**src/hw/rtl/tmcc_pkg.sv**
```systemverilog
// shared types and constants for the trimmed-mean conductivity converter
// no dependencies
package tmcc_pkg;

    localparam int WINDOW_SIZE_DEF = 32;
    localparam int TRIM            = 5;
    localparam int OUT_W           = 17;
    localparam int V_W             = 20;
    localparam int DVD_W           = 48;
    localparam int DSR_W           = 24;
    localparam int MUL_W           = 28;
    localparam int ACC_W           = 64;

    localparam logic [OUT_W-1:0] OUT_MAX = 17'h1FFFF;
    localparam logic [23:0] COEF_A = 24'd4835705;
    localparam logic [26:0] COEF_B = 27'd39863583;
    localparam logic [23:0] COEF_C = 24'd887030;

    localparam logic [23:0] VPB_RST  = 24'd805306;
    localparam logic [15:0] TDSF_RST = 16'd32768;
    localparam logic [15:0] SALF_RST = 16'd36045;
    localparam logic [15:0] HDIV_RST = 16'd4378;

    typedef enum logic [1:0] {
        REG_VPB  = 2'd0,
        REG_TDSF = 2'd1,
        REG_SALF = 2'd2,
        REG_HDIV = 2'd3
    } t_reg;

    typedef enum logic [4:0] {
        OP_NONE,
        OP_WRITE,
        OP_LOAD,
        OP_LATCH,
        OP_CMP,
        OP_ACC,
        OP_MUL_V,
        OP_DIV_V,
        OP_SAT_V,
        OP_MUL_T,
        OP_DIV_T,
        OP_SAT_T,
        OP_SQ,
        OP_PA,
        OP_PB,
        OP_PC,
        OP_PD,
        OP_EC,
        OP_TDS,
        OP_SAL,
        OP_DIV_H,
        OP_HARD,
        OP_OUT
    } t_op;

    typedef struct packed {
        t_op op;
    } t_cmd;

    typedef struct packed {
        logic div_busy;
        logic out_full;
    } t_status;

endpackage

```
**src/hw/rtl/tmcc_ctrl.sv**
```systemverilog
// sequencer for the converter: rank loops, arithmetic steps, result hand-off
// depends on tmcc_pkg
module tmcc_ctrl
    import tmcc_pkg::*;
#(
    parameter int WINDOW_SIZE = WINDOW_SIZE_DEF,
    localparam int IW = $clog2(WINDOW_SIZE)
) (
    input  logic          i_clk,
    input  logic          i_rst_n,
    input  logic          i_s_valid,
    output logic          o_s_ready,
    output t_cmd          o_cmd,
    output logic [IW-1:0] o_idx_i,
    output logic [IW-1:0] o_idx_j,
    input  t_status       i_status
);

    typedef enum logic [4:0] {
        ST_IDLE, ST_LOAD, ST_LATCH, ST_CMP, ST_DRAIN, ST_ACC,
        ST_MUL_V, ST_DIV_V, ST_WAIT_V, ST_SAT_V,
        ST_MUL_T, ST_DIV_T, ST_WAIT_T, ST_SAT_T,
        ST_SQ, ST_PA, ST_PB, ST_PC, ST_PD, ST_EC,
        ST_TDS, ST_SAL, ST_DIV_H, ST_WAIT_H, ST_HARD, ST_OUT
    } t_state;

    localparam logic [IW-1:0] LAST = IW'(WINDOW_SIZE - 1);

    t_state        r_state, n_state;
    logic [IW-1:0] r_i, n_i, r_j, n_j;

    assign o_s_ready = (r_state == ST_IDLE);
    assign o_idx_i   = r_i;
    assign o_idx_j   = r_j;

    always_comb begin
        n_state = r_state;
        n_i     = r_i;
        n_j     = r_j;
        o_cmd.op = OP_NONE;
        unique case (r_state)
            ST_IDLE: begin
                if (i_s_valid) begin
                    o_cmd.op = OP_WRITE;
                    n_i      = '0;
                    n_state  = ST_LOAD;
                end
            end
            ST_LOAD: begin
                o_cmd.op = OP_LOAD;
                n_state  = ST_LATCH;
            end
            ST_LATCH: begin
                o_cmd.op = OP_LATCH;
                n_j      = '0;
                n_state  = ST_CMP;
            end
            ST_CMP: begin
                o_cmd.op = OP_CMP;
                n_j      = r_j + 1'b1;
                if (r_j == LAST) n_state = ST_DRAIN;
            end
            ST_DRAIN: n_state = ST_ACC;
            ST_ACC: begin
                o_cmd.op = OP_ACC;
                n_i      = r_i + 1'b1;
                n_state  = (r_i == LAST) ? ST_MUL_V : ST_LOAD;
            end
            ST_MUL_V: begin o_cmd.op = OP_MUL_V; n_state = ST_DIV_V; end
            ST_DIV_V: begin o_cmd.op = OP_DIV_V; n_state = ST_WAIT_V; end
            ST_WAIT_V: if (!i_status.div_busy) n_state = ST_SAT_V;
            ST_SAT_V: begin o_cmd.op = OP_SAT_V; n_state = ST_MUL_T; end
            ST_MUL_T: begin o_cmd.op = OP_MUL_T; n_state = ST_DIV_T; end
            ST_DIV_T: begin o_cmd.op = OP_DIV_T; n_state = ST_WAIT_T; end
            ST_WAIT_T: if (!i_status.div_busy) n_state = ST_SAT_T;
            ST_SAT_T: begin o_cmd.op = OP_SAT_T; n_state = ST_SQ; end
            ST_SQ: begin o_cmd.op = OP_SQ; n_state = ST_PA; end
            ST_PA: begin o_cmd.op = OP_PA; n_state = ST_PB; end
            ST_PB: begin o_cmd.op = OP_PB; n_state = ST_PC; end
            ST_PC: begin o_cmd.op = OP_PC; n_state = ST_PD; end
            ST_PD: begin o_cmd.op = OP_PD; n_state = ST_EC; end
            ST_EC: begin o_cmd.op = OP_EC; n_state = ST_TDS; end
            ST_TDS: begin o_cmd.op = OP_TDS; n_state = ST_SAL; end
            ST_SAL: begin o_cmd.op = OP_SAL; n_state = ST_DIV_H; end
            ST_DIV_H: begin o_cmd.op = OP_DIV_H; n_state = ST_WAIT_H; end
            ST_WAIT_H: if (!i_status.div_busy) n_state = ST_HARD;
            ST_HARD: begin o_cmd.op = OP_HARD; n_state = ST_OUT; end
            ST_OUT: begin
                // hold until the output register has room
                if (!i_status.out_full) begin
                    o_cmd.op = OP_OUT;
                    n_state  = ST_IDLE;
                end
            end
            default: n_state = ST_IDLE;
        endcase
    end

    always_ff @(posedge i_clk) begin
        if (!i_rst_n) begin
            r_state <= ST_IDLE;
            r_i     <= '0;
            r_j     <= '0;
        end else begin
            r_state <= n_state;
            r_i     <= n_i;
            r_j     <= n_j;
        end
    end

`ifndef SYNTHESIS
    a_busy_after_accept: assert property (@(posedge i_clk) disable iff (!i_rst_n)
        (i_s_valid && o_s_ready) |=> (r_state == ST_LOAD))
        else $error("no work started after request");
    a_out_has_room: assert property (@(posedge i_clk) disable iff (!i_rst_n)
        (o_cmd.op == OP_OUT) |-> !i_status.out_full)
        else $error("result written over a pending one");
    a_div_starts: assert property (@(posedge i_clk) disable iff (!i_rst_n)
        (o_cmd.op == OP_DIV_T || o_cmd.op == OP_DIV_H)
        |=> i_status.div_busy)
        else $error("divider did not start");
`endif

endmodule

```
**config.mk**
```make
export PLATFORM = sky130hd
export DESIGN_NAME = tmcc_ctrl
export DESIGN_NICKNAME = d
export VERILOG_FILES = /design/src/hw/rtl/tmcc_pkg.sv /design/src/hw/rtl/tmcc_ctrl.sv
export SDC_FILE = /design/constraint.sdc
export NUM_CORES = 1
export LEC_CHECK = 0
export BUFFER_PORTS_ARGS = -buffer_cell sky130_fd_sc_hd__buf_2
export CAP_MARGIN = 15
export CORE_ASPECT_RATIO = 0.7
export CORE_MARGIN = 2
export CORE_UTILIZATION = 48
export CTS_BUF_LIST = sky130_fd_sc_hd__clkbuf_16
export DETAILED_ROUTE_END_ITERATION = 8
export PLACE_DENSITY = 0.78
export SYNTH_ARGS = -nofsm -noshare
export SYNTH_HDL_FRONTEND = slang
export SYNTH_SLANG_ARGS = --single-unit
```
**constraint.sdc**
```tcl
create_clock -name i_clk -period 2.1 [get_ports i_clk]
set_input_delay 0.21 -clock i_clk [delete_from_list [all_inputs] [get_ports i_clk]]
set_output_delay 0.21 -clock i_clk [all_outputs]
set_load 0.005 [all_outputs]
```
Word level (Yosys, flattened, before mapping)
Index checks and enable logic that the tools add are counted.
Word-level totals
  register bits after elaboration: 15
Operators by class
  $add $sub $neg: 2
  mux-type cells: 14
  equality and inequality tests: 33
  reduce and logical (&&, ||, !) cells: 5
Operator list (count)
  one-hot mux 5 bit (26 select lines): 1
  one-hot mux 5 bit (22 select lines): 1
  == test 5 bit, second input constant: 12
  == test 5 x 4 -> 1 bit, second input constant: 8
  two-way mux 5 bit: 8
  == test 5 x 3 -> 1 bit, second input constant: 4
  one-hot mux 5 bit (2 select lines): 2
  inequality test 2 bit, second input constant: 6
  adder 5 x 1 -> 5 bit, second input constant: 2
  == test 5 x 2 -> 1 bit, second input constant: 2
  AND reduction 6 bit: 1
  == test 5 x 1 -> 1 bit, second input constant: 1
  logical NOT 5 bit: 1
  nonzero test 2 bit: 2
  two-way mux 3 bit: 1
  AND reduction 2 bit: 1
  two-way mux 1 bit: 1

Longest topological paths before layout
Gate-level depths: netlist of the first run.
  depth after elaboration: 3
  depth in mapped cells: 7
  gate-level depth less buffers: 7

Worst setup path after synthesis of the first run
No wires, ideal clock.
  kind: reg2reg
  from: reg r_i[0] (netlist: o_idx_i[0])
  to: reg r_state[1]
  buffers on the path: 0
  cell stages (with the launch flop): 8
  setup slack: 119 ps
  arrival: 1844 ps
  path through: dfxtp_1 -> ha_1 -> and3_1 -> ha_1 -> or4b_2 -> a21oi_1 -> a221o_1 -> o22ai_1
On the way
  cells in the longest elaborated chain, start to end: 3
RTL lines
  start: declaration: line tmcc_ctrl.sv:30  | logic [IW-1:0] r_i, n_i, r_j, n_j;
  start signal: assignment: line tmcc_ctrl.sv:106  | r_i <= n_i;
  == test 5 bit: line tmcc_ctrl.sv:67  | n_state = (r_i == LAST) ? ST_MUL_V : ST_LOAD;
  two-way mux 3 bit: line tmcc_ctrl.sv:67
  one-hot mux 5 bit (26 select lines): line tmcc_ctrl.sv:41  | unique case (r_state)
  end signal: assignment: line tmcc_ctrl.sv:105  | r_state <= n_state;
  end: declaration: line tmcc_ctrl.sv:29  | t_state r_state, n_state;
No other way between the ends.
A chain may end at the register's enable or synchronous reset.

==> out/results.ini, run 1 <==
[status]
status = completed

[clocking]
clk_pin_slew_ps = 50
cts_tree = yes
cts_setup_buffers = 0
post_cts_resize_count = 0
cts_htree_levels = 1
clk_latency_ps = 240
cts-root-buf = clkbuf_16
cts_hold_buffers = 0
numCtsBuffers = 3
clockBufferDepth = 2
cts.sinks = 15

[yosys]
ys_seq_area_share_pct = 26.3
ys_ff_latch = 15
yosys-top-cells-count = 15 x dfxtp_1, 13 x a21oi_1, 12 x nor2_1
synth_edf_count = 0
synth_top_cell_area_share_pct = 26.3
yosys_warnings = 0
syn_nets = 158
async_flop_share_pct = 0
synth.largest_area_cell = dfxtp_1
synthCells = 149
synth_ff_type = dfxtp_1
syn_area_sq_um = 1140
syn-mean-instance-area_sq_um = 7.66
synth_area_leaders = dfxtp_1 26%, a21oi_1 5.7%, ha_1 4.4%
synth_most_common_cell = dfxtp_1
yosysUniqueCellTypes = 45

[global_route]
gr-usage-all-layers_pct = 20.9
grt_pass1_vias = 1047
grt_pass1_wl_um = 4680
grt_max_degree = 19
grt_overflow = 0
antenna_found_initial = 0

[floorplanning]
num_rows = 14
core_area_sq_um = 2210
die_w_um = 62.3
fp.dieH_um = 44.8
pin_count = 21
dieArea_sq_um = 2790
initial_core_util_pct = 51.7

[timing]
finalCritPeriodShare_pct = 94.1
rsz0062_at_grt = false
relSlewSlack_pct = 69.7
finalSetupTns_ps = 0
tightest_slew_ps = 452
fin_skew_ps = 0.598
min_period_ps = 1980
setup_viol = 0
clock.fmax_mhz = 506
final_max_slew_viol_count = 0
hold_viol = 0

[setup_path]
critPathArrivalTime_ps = 1770
cp.required_ps = 1890
crit_type = reg -> out
endpoint_kind = output pin
startpoint_type = flop
worst-path-max-fanout = 10

[cells_and_area]
fill_cells = 188
nets = 182
multiInputGateArea_sq_um = 758
syn_to_final_growth_pct = 23.0
stdcell_area_sq_um = 1400
ff_latch_area_sq_um = 302
num_antenna_cells = 0
layout-drive-gt1-share_pct = 26.2

[place]
post_dp_cell_area_sq_um = 1320
gp_congestion = 0.851
port_buffers = 20
dp_hpwl_um = 2090

[run]
maxCapViolCount = 0

[detailed_routing]
wirelength_um = 2920
first_pass_iters = 4
wire_per_inst_um = 14.3
drtIter0Drc = 137
vias = 1251
vias_per_cell = 6.13
detail_route.drc_violations = 0
postRouteAntennaNets = 0

[pwr]
irDropWorstVdd_v = 0.000484
p_per_area_nw_per_um2 = 1030
p_leak_nw = 0.594

[worst_hold_path]
min_path_type = in -> reg

critical path: stages, from the launching register on:
cell and delay [ps]:
dfxtp_1 510, buf_4 210, nor2b_1 180, buf_4 150
a21oi_1 60, a2bb2oi_1 130, o22ai_1 150, buf_2 140
kinds of logic (layout without fill, tap and decap cells):
| group | Yosys count | after routing | synth area share, % |
|---|---|---|---|
| AND/OR/NAND/NOR | 55 | 55 | 26.5 |
| multiplexers | 4 | 4 | 3.51 |
| buffers and inverters | 20 | 43 | 7.90 |
| AO/OA/AOI/OAI | 51 | 51 | 31.4 |
| flip-flops | 15 | 15 | 26.3 |
| adder cells (fa/ha/maj) | 4 | 4 | 4.39 |
routing by layer:
metal | up-vias | global-route usage, % | part of all wire [%]
met5 | - | 0 | 0
met4 | 0 | 3.56 | 0.21
met3 | 2 | 6.48 | 9.6
met2 | 66 | 31.7 | 45
met1 | 571 | 29.8 | 45
li1 | 612 | - | -
registers in the layout, indices dropped and copies added (netlist names):
register and flops:
r_state 5, o_idx_i 5, o_idx_j 5
cell usage in the layout (no fill, tap or decap), types with 3 or more instances in the layout:
master      n
a22oi_1     4
o221ai_1    3
mux2i_1     4
inv_1       5
nand2_1     9
a21oi_1    12
clkbuf_16   3
dfxtp_1    14
nand3b_1    5
and3_1      3
ha_1        4
nor2_1     12
buf_2      20
buf_4      14
o21ai_0     8
nand3_1     7
o22ai_1     3
a211oi_1    4
report_power, final:
part           internal [W]  switching [W]
logic              0.000327       0.000379
clock network      0.000254       0.000110
registers          0.000316      0.0000635
total              0.000897       0.000552
worst paths after layout:
kind / start / endpoint / slack (ps) / cells after the start
setup / recovery: r_state[0]$_SDFFE_PN0P_ / o_cmd[1] / 120 / 7
hold / removal: i_status[1] / r_state[2]$_SDFFE_PN0P_ / 290 / 3
setup reg to reg: r_state[4]$_SDFFE_PN0P_ / r_state[2]$_SDFFE_PN0P_ / 200 / 5
hold reg to reg: o_idx_i[3]$_SDFFE_PN0P_ / o_idx_i[3]$_SDFFE_PN0P_ / 510 / 1
through the flow:
stage          std cells  hold WS [ps]  util [%]  setup slack (ps)  power [W]
2_1_floorplan        149           378         -               119   0.000836
3_3_place_gp         200           485      59.6               125    0.00104
3_5_place_dp         200           505      59.6              89.8    0.00106
4_1_cts              204           274      63.2              78.7    0.00143
5_1_grt              204           299      63.6              67.3    0.00154
6_report             204           290      63.6               123    0.00145
area by class of cell:
class                   count  share of cell area (%)
clock buffers               3                    5.35
repair buffers             34                    14.6
flip-flops and latches     15                    21.5
well taps                  32                    2.85
clock inverters             1                   0.357
multi-input cells         114                    54.0
inverters                   5                    1.34
No activity file was read; power rests on OpenSTA's default activity.
==> run 2, diff against run 1 <==
Settings changed: CORE_UTILIZATION 48 to 40, PLACE_DENSITY 0.78 to 0.69.
Clock period 2.1 ns to 2.6 ns, I/O delays scaled along.
==> run 2 against run 1 <==
Compared with the run above: core utilization fell by 16 points; clock power fell by 18%; final cell count fell by 2.9%; register-to-register slack improved by 230 ps; routed wire length fell by 6.9%; critical endpoint is now r_state[1]$_SDFFE_PN0P_; largest power group unchanged; highest routed layer is now met3.
==> out/results.ini, run 2 (synthesis gave the netlist of run 1 again) <==
[status]
status = completed

[global_route]
grt_pass1_wl_um = 4510
gr-usage-all-layers_pct = 17.3
antenna_found_initial = 0
grt_overflow = 0
grt_pass1_vias = 974
grt_max_degree = 22

[setup_path]
cp_slowest_stage_delay_ps = 620
endpoint_kind = flop
critPathSlowestCell = or4b_2
worst-path-max-fanout = 5
crit_chain = ha_1, and3_1, ha_1, or4b_2, a21oi_1, a221o_1, o22ai_1
startpoint_type = flop
critical-path-top-delay-family = simple AND/OR/NAND/NOR gates
path_buf_inv = 0
crit_top_cell = ha_1
critPathArrivalTime_ps = 2270
reg2reg_slack_ps = 430
cp.required_ps = 2700
crit_type = reg -> reg

[place]
place_inst = 194
dpl_worst_slack_ps = 454
post_dp_cell_area_sq_um = 1240
gp_congestion = 0.886
dp_hpwl_um = 1970
port_buffers = 20

[timing]
rsz0062_at_grt = false
fin_skew_ps = 4.21
clock.fmax_mhz = 461
min_period_ps = 2170
finalCritPeriodShare_pct = 83.4
finalWorstSetupSlack_ps = 433
relSlewSlack_pct = 57.3
setup_viol = 0
hold_viol = 0
finalSetupTns_ps = 0
final_max_slew_viol_count = 0
tightest_slew_ps = 635

[floorplanning]
fp.dieH_um = 48.7
num_rows = 16
die_w_um = 67.8
dieArea_sq_um = 3300
core_area_sq_um = 2760
initial_core_util_pct = 41.3
pin_count = 21

[cells_and_area]
stdcell_area_sq_um = 1320
final_common_cell = buf_2
syn_to_final_growth_pct = 16.0
fill_cells = 285
layout-drive-gt1-share_pct = 19.8
stdcell_count = 198
final_cell_mix = 20 x buf_2, 15 x dfxtp_1, 13 x a21oi_1
num_antenna_cells = 0
multiInputGateArea_sq_um = 751
nets = 172
ff_latch_area_sq_um = 300

[run]
maxCapViolCount = 0

[clocking]
numCtsBuffers = 3
clockBufferDepth = 2
cts_htree_levels = 1
cts-root-buf = clkbuf_16
clk_latency_ps = 250
cts_setup_buffers = 0
cts.sinks = 15
cts_hold_buffers = 0
post_cts_resize_count = 0
cts_tree = yes
clk_pin_slew_ps = 50

[pwr]
p_leak_nw = 0.539
p_per_area_nw_per_um2 = 829
irDropWorstVdd_v = 0.000336
p_total_w = 0.00110

[detailed_routing]
vias = 1181
detail_route.drc_violations = 0
wire_per_inst_um = 13.7
first_pass_iters = 4
vias_per_cell = 5.96
wirelength_um = 2720
drtIter0Drc = 48
postRouteAntennaNets = 0

[worst_hold_path]
min_path_type = in -> reg

-- run 2: power breakdown --
group	internal [W]	switching, W	total, W
combinational	0.000215	0.000247	0.000462
sequential	0.000255	0.0000844	0.000339
clock	0.000204	0.0000928	0.000296
-- run 2: worst min-delay path, cell delays in order --
cell and delay, ps:
buf_2 100, nand4_1 100, o41ai_2 60
-- run 2: per-layer routing --
layer	share of wire, %	up-vias	GRT usage (%)
met5	0	-	0
met4	0	0	3.00
met2	46	33	26.8
li1	-	590	-
met1	49	558	24.3
met3	4.4	0	4.65
-- run 2: cell type report --
| type | instances | area share, % |
|---|---|---|
| timing repair buffer | 24 | 9.83 |
| clock buffer | 3 | 5.67 |
| sequential | 15 | 22.7 |
| multi-input combinational | 114 | 56.7 |
| clock inverter | 1 | 0.284 |
| tap | 36 | 3.40 |
| inverter | 5 | 1.42 |
-- run 2: worst paths after layout --
check        cells after the start                    start                 endpoint
min reg2reg                      1  o_idx_i[3]$_SDFFE_PN0P_  o_idx_i[3]$_SDFFE_PN0P_
max reg2reg                      7  o_idx_i[0]$_SDFFE_PN0P_  r_state[1]$_SDFFE_PN0P_
max                              7  o_idx_i[0]$_SDFFE_PN0P_  r_state[1]$_SDFFE_PN0P_
min                              3              i_status[1]  r_state[2]$_SDFFE_PN0P_
-- run 2: stage by stage --
stage          hold slack, ps  util (%)
2_1_floorplan             428         -
3_3_place_gp              490      45.1
3_5_place_dp              494      45.1
4_1_cts                   299      47.9
5_1_grt                   348      47.9
6_report                  309      47.9
==> run 3, diff against run 2 <==
Settings changed: PLACE_DENSITY 0.69 to 0.71.
Clock period 2.6 ns to 1.9 ns, I/O delays scaled along.
==> run 3 against run 2 <==
Compared with the run above: flip-flop and latch count stayed put; clock power up 38%; via count grew 5.5%; worst hold slack worse by 48 ps; fmax rose by 16%; first-iteration DRC count rose by 21%; final area grew 7.7%; non-clock buffer count is 8 higher; critical endpoint unchanged; largest power group unchanged.
==> out/results.ini, run 3 (synthesis gave the netlist of run 1 again) <==
[timing]
clock.fmax_mhz = 535
setup_viol = 0
hold_viol = 0
relSlewSlack_pct = 67.3
whs_ps = 261
finalCritPeriodShare_pct = 98.4
final_max_slew_viol_count = 0
finalWorstSetupSlack_ps = 30.8
fin_skew_ps = 6.33
rsz0062_at_grt = true
tightest_slew_ps = 491
min_period_ps = 1870

[global_route]
gr-usage-all-layers_pct = 19.3
antenna_found_initial = 0
grt_overflow = 0
grt_pass1_vias = 1088
grt_max_degree = 27
grt_pass1_wl_um = 4920

[setup_path]
crit_type = reg -> reg
cp.required_ps = 2010
reg2reg_depth = 7
worst-path-max-fanout = 5
crit_path_end = r_state[1]$_SDFFE_PN0P_
reg2reg_from = o_idx_i[0]$_SDFFE_PN0P_
crit_start = o_idx_i[0]$_SDFFE_PN0P_
startpoint_type = flop
reg2reg_to = r_state[1]$_SDFFE_PN0P_
endpoint_kind = flop
reg2reg_slack_ps = 30
critPathArrivalTime_ps = 1970

[detailed_routing]
vias_per_cell = 6.05
drtIter0Drc = 58
wire_per_inst_um = 14.3
wirelength_um = 2950
detail_route.drc_violations = 0
vias = 1246
postRouteAntennaNets = 0
first_pass_iters = 4

[cells_and_area]
layout-drive-gt1-share_pct = 30.0
syn_to_final_growth_pct = 24.9
final_common_cell = buf_2
num_antenna_cells = 0
final_cell_mix = 20 x buf_2, 12 x a21oi_1, 12 x nor2_1, 12 x buf_4, 10 x dfxtp_1
nets = 180

[clocking]
cts-root-buf = clkbuf_16
clockBufferDepth = 2
clk_latency_ps = 240
numCtsBuffers = 3
cts_htree_levels = 1
cts_hold_buffers = 0
clk_pin_slew_ps = 50
cts_tree = yes
cts.sinks = 15

[floorplanning]
dieArea_sq_um = 3300
core_area_sq_um = 2760
die_w_um = 67.8
fp.dieH_um = 48.7
initial_core_util_pct = 41.3
num_rows = 16
pin_count = 21

[status]
status = completed

[pwr]
p_switching_w = 0.000611
p_per_area_nw_per_um2 = 1100
pwr-share-comb_pct = 47.9
power_frac_clock_pct = 25.9
p_leak_nw = 0.580
p_total_w = 0.00157
power_frac_seq_pct = 26.1
swShare_pct = 38.9
p_int_w = 0.000960
irDropWorstVdd_v = 0.000520

[place]
gp_congestion = 0.938
dp_hpwl_um = 2170
port_buffers = 20
dpl_worst_slack_ps = 3.49

[run]
maxCapViolCount = 0

[worst_hold_path]
min_path_type = in -> reg

[run 3: what timing repair did]
| item | CTS | global route |
|---|---|---|
| pin swaps | 0 | 1 |
| endpoints found under the setup margin | 1 | 8 |
| gates resized for setup | 1 | 9 |
| hold endpoints to repair | 0 | 0 |
| setup buffers | 0 | 0 |
[run 3: cell type report]
cell class	count	area (sq um)
clock buffer	3	75.1
timing repair buffer	32	190
sequential	15	307
inverter	5	18.8
multi-input combinational	114	785
clock inverter	1	5.00
fill	257	1340
tap	36	45.0
[run 3: metal layers]
metal / routed length (um) / share of wire, % / track usage [%]
met5: 0 / 0 / 0
met4: 4 / 0.14 / 2.33
met3: 154 / 5.2 / 5.58
met2: 1390 / 47 / 29.2
met1: 1400 / 48 / 27.8
[run 3: worst min path at each step]
stage,slack [ps],cells after the start,start,to
after floorplan,360,2,i_status[1],r_state[2]$_SDFFE_PN0P_
after global placement,490,1,o_idx_i[3]$_SDFFE_PN0P_,o_idx_i[3]$_SDFFE_PN0P_
after detailed placement,500,1,o_idx_i[3]$_SDFFE_PN0P_,o_idx_i[3]$_SDFFE_PN0P_
after CTS,270,3,i_status[1],r_state[2]$_SDFFE_PN0P_
after global routing,290,3,i_status[1],r_state[2]$_SDFFE_PN0P_
final,260,3,i_status[1],r_state[2]$_SDFFE_PN0P_
[run 3: through the flow]
| stage | area, sq um | util [%] | cells | TNS, ps |
|---|---|---|---|---|
| 2_1_floorplan | 1150 | - | 149 | 0 |
| 3_3_place_gp | 1310 | 47.5 | 202 | 0 |
| 3_5_place_dp | 1310 | 47.5 | 202 | 0 |
| 4_1_cts | 1400 | 50.5 | 206 | 0 |
| 5_1_grt | 1430 | 51.6 | 206 | -2.41 |
| 6_report | 1430 | 51.6 | 206 | 0 |
[run 3: worst max-delay path, cell delays in order (launching register included)]
cell,delay (ps)
dfxtp_2,350
ha_4,180
and3_1,180
ha_2,180
or4b_4,500
a21oi_2,140
a221o_1,120
o22ai_1,80
[run 3: power groups by stage]
stage | registers, W | logic (W) | clock network (W)
6_report | 0.000410 | 0.000753 | 0.000408
3_3_place_gp | 0.000410 | 0.000711 | 0
3_5_place_dp | 0.000409 | 0.000727 | 0
5_1_grt | 0.000420 | 0.000833 | 0.000436
4_1_cts | 0.000404 | 0.000737 | 0.000423
2_1_floorplan | 0.000382 | 0.000545 | 0
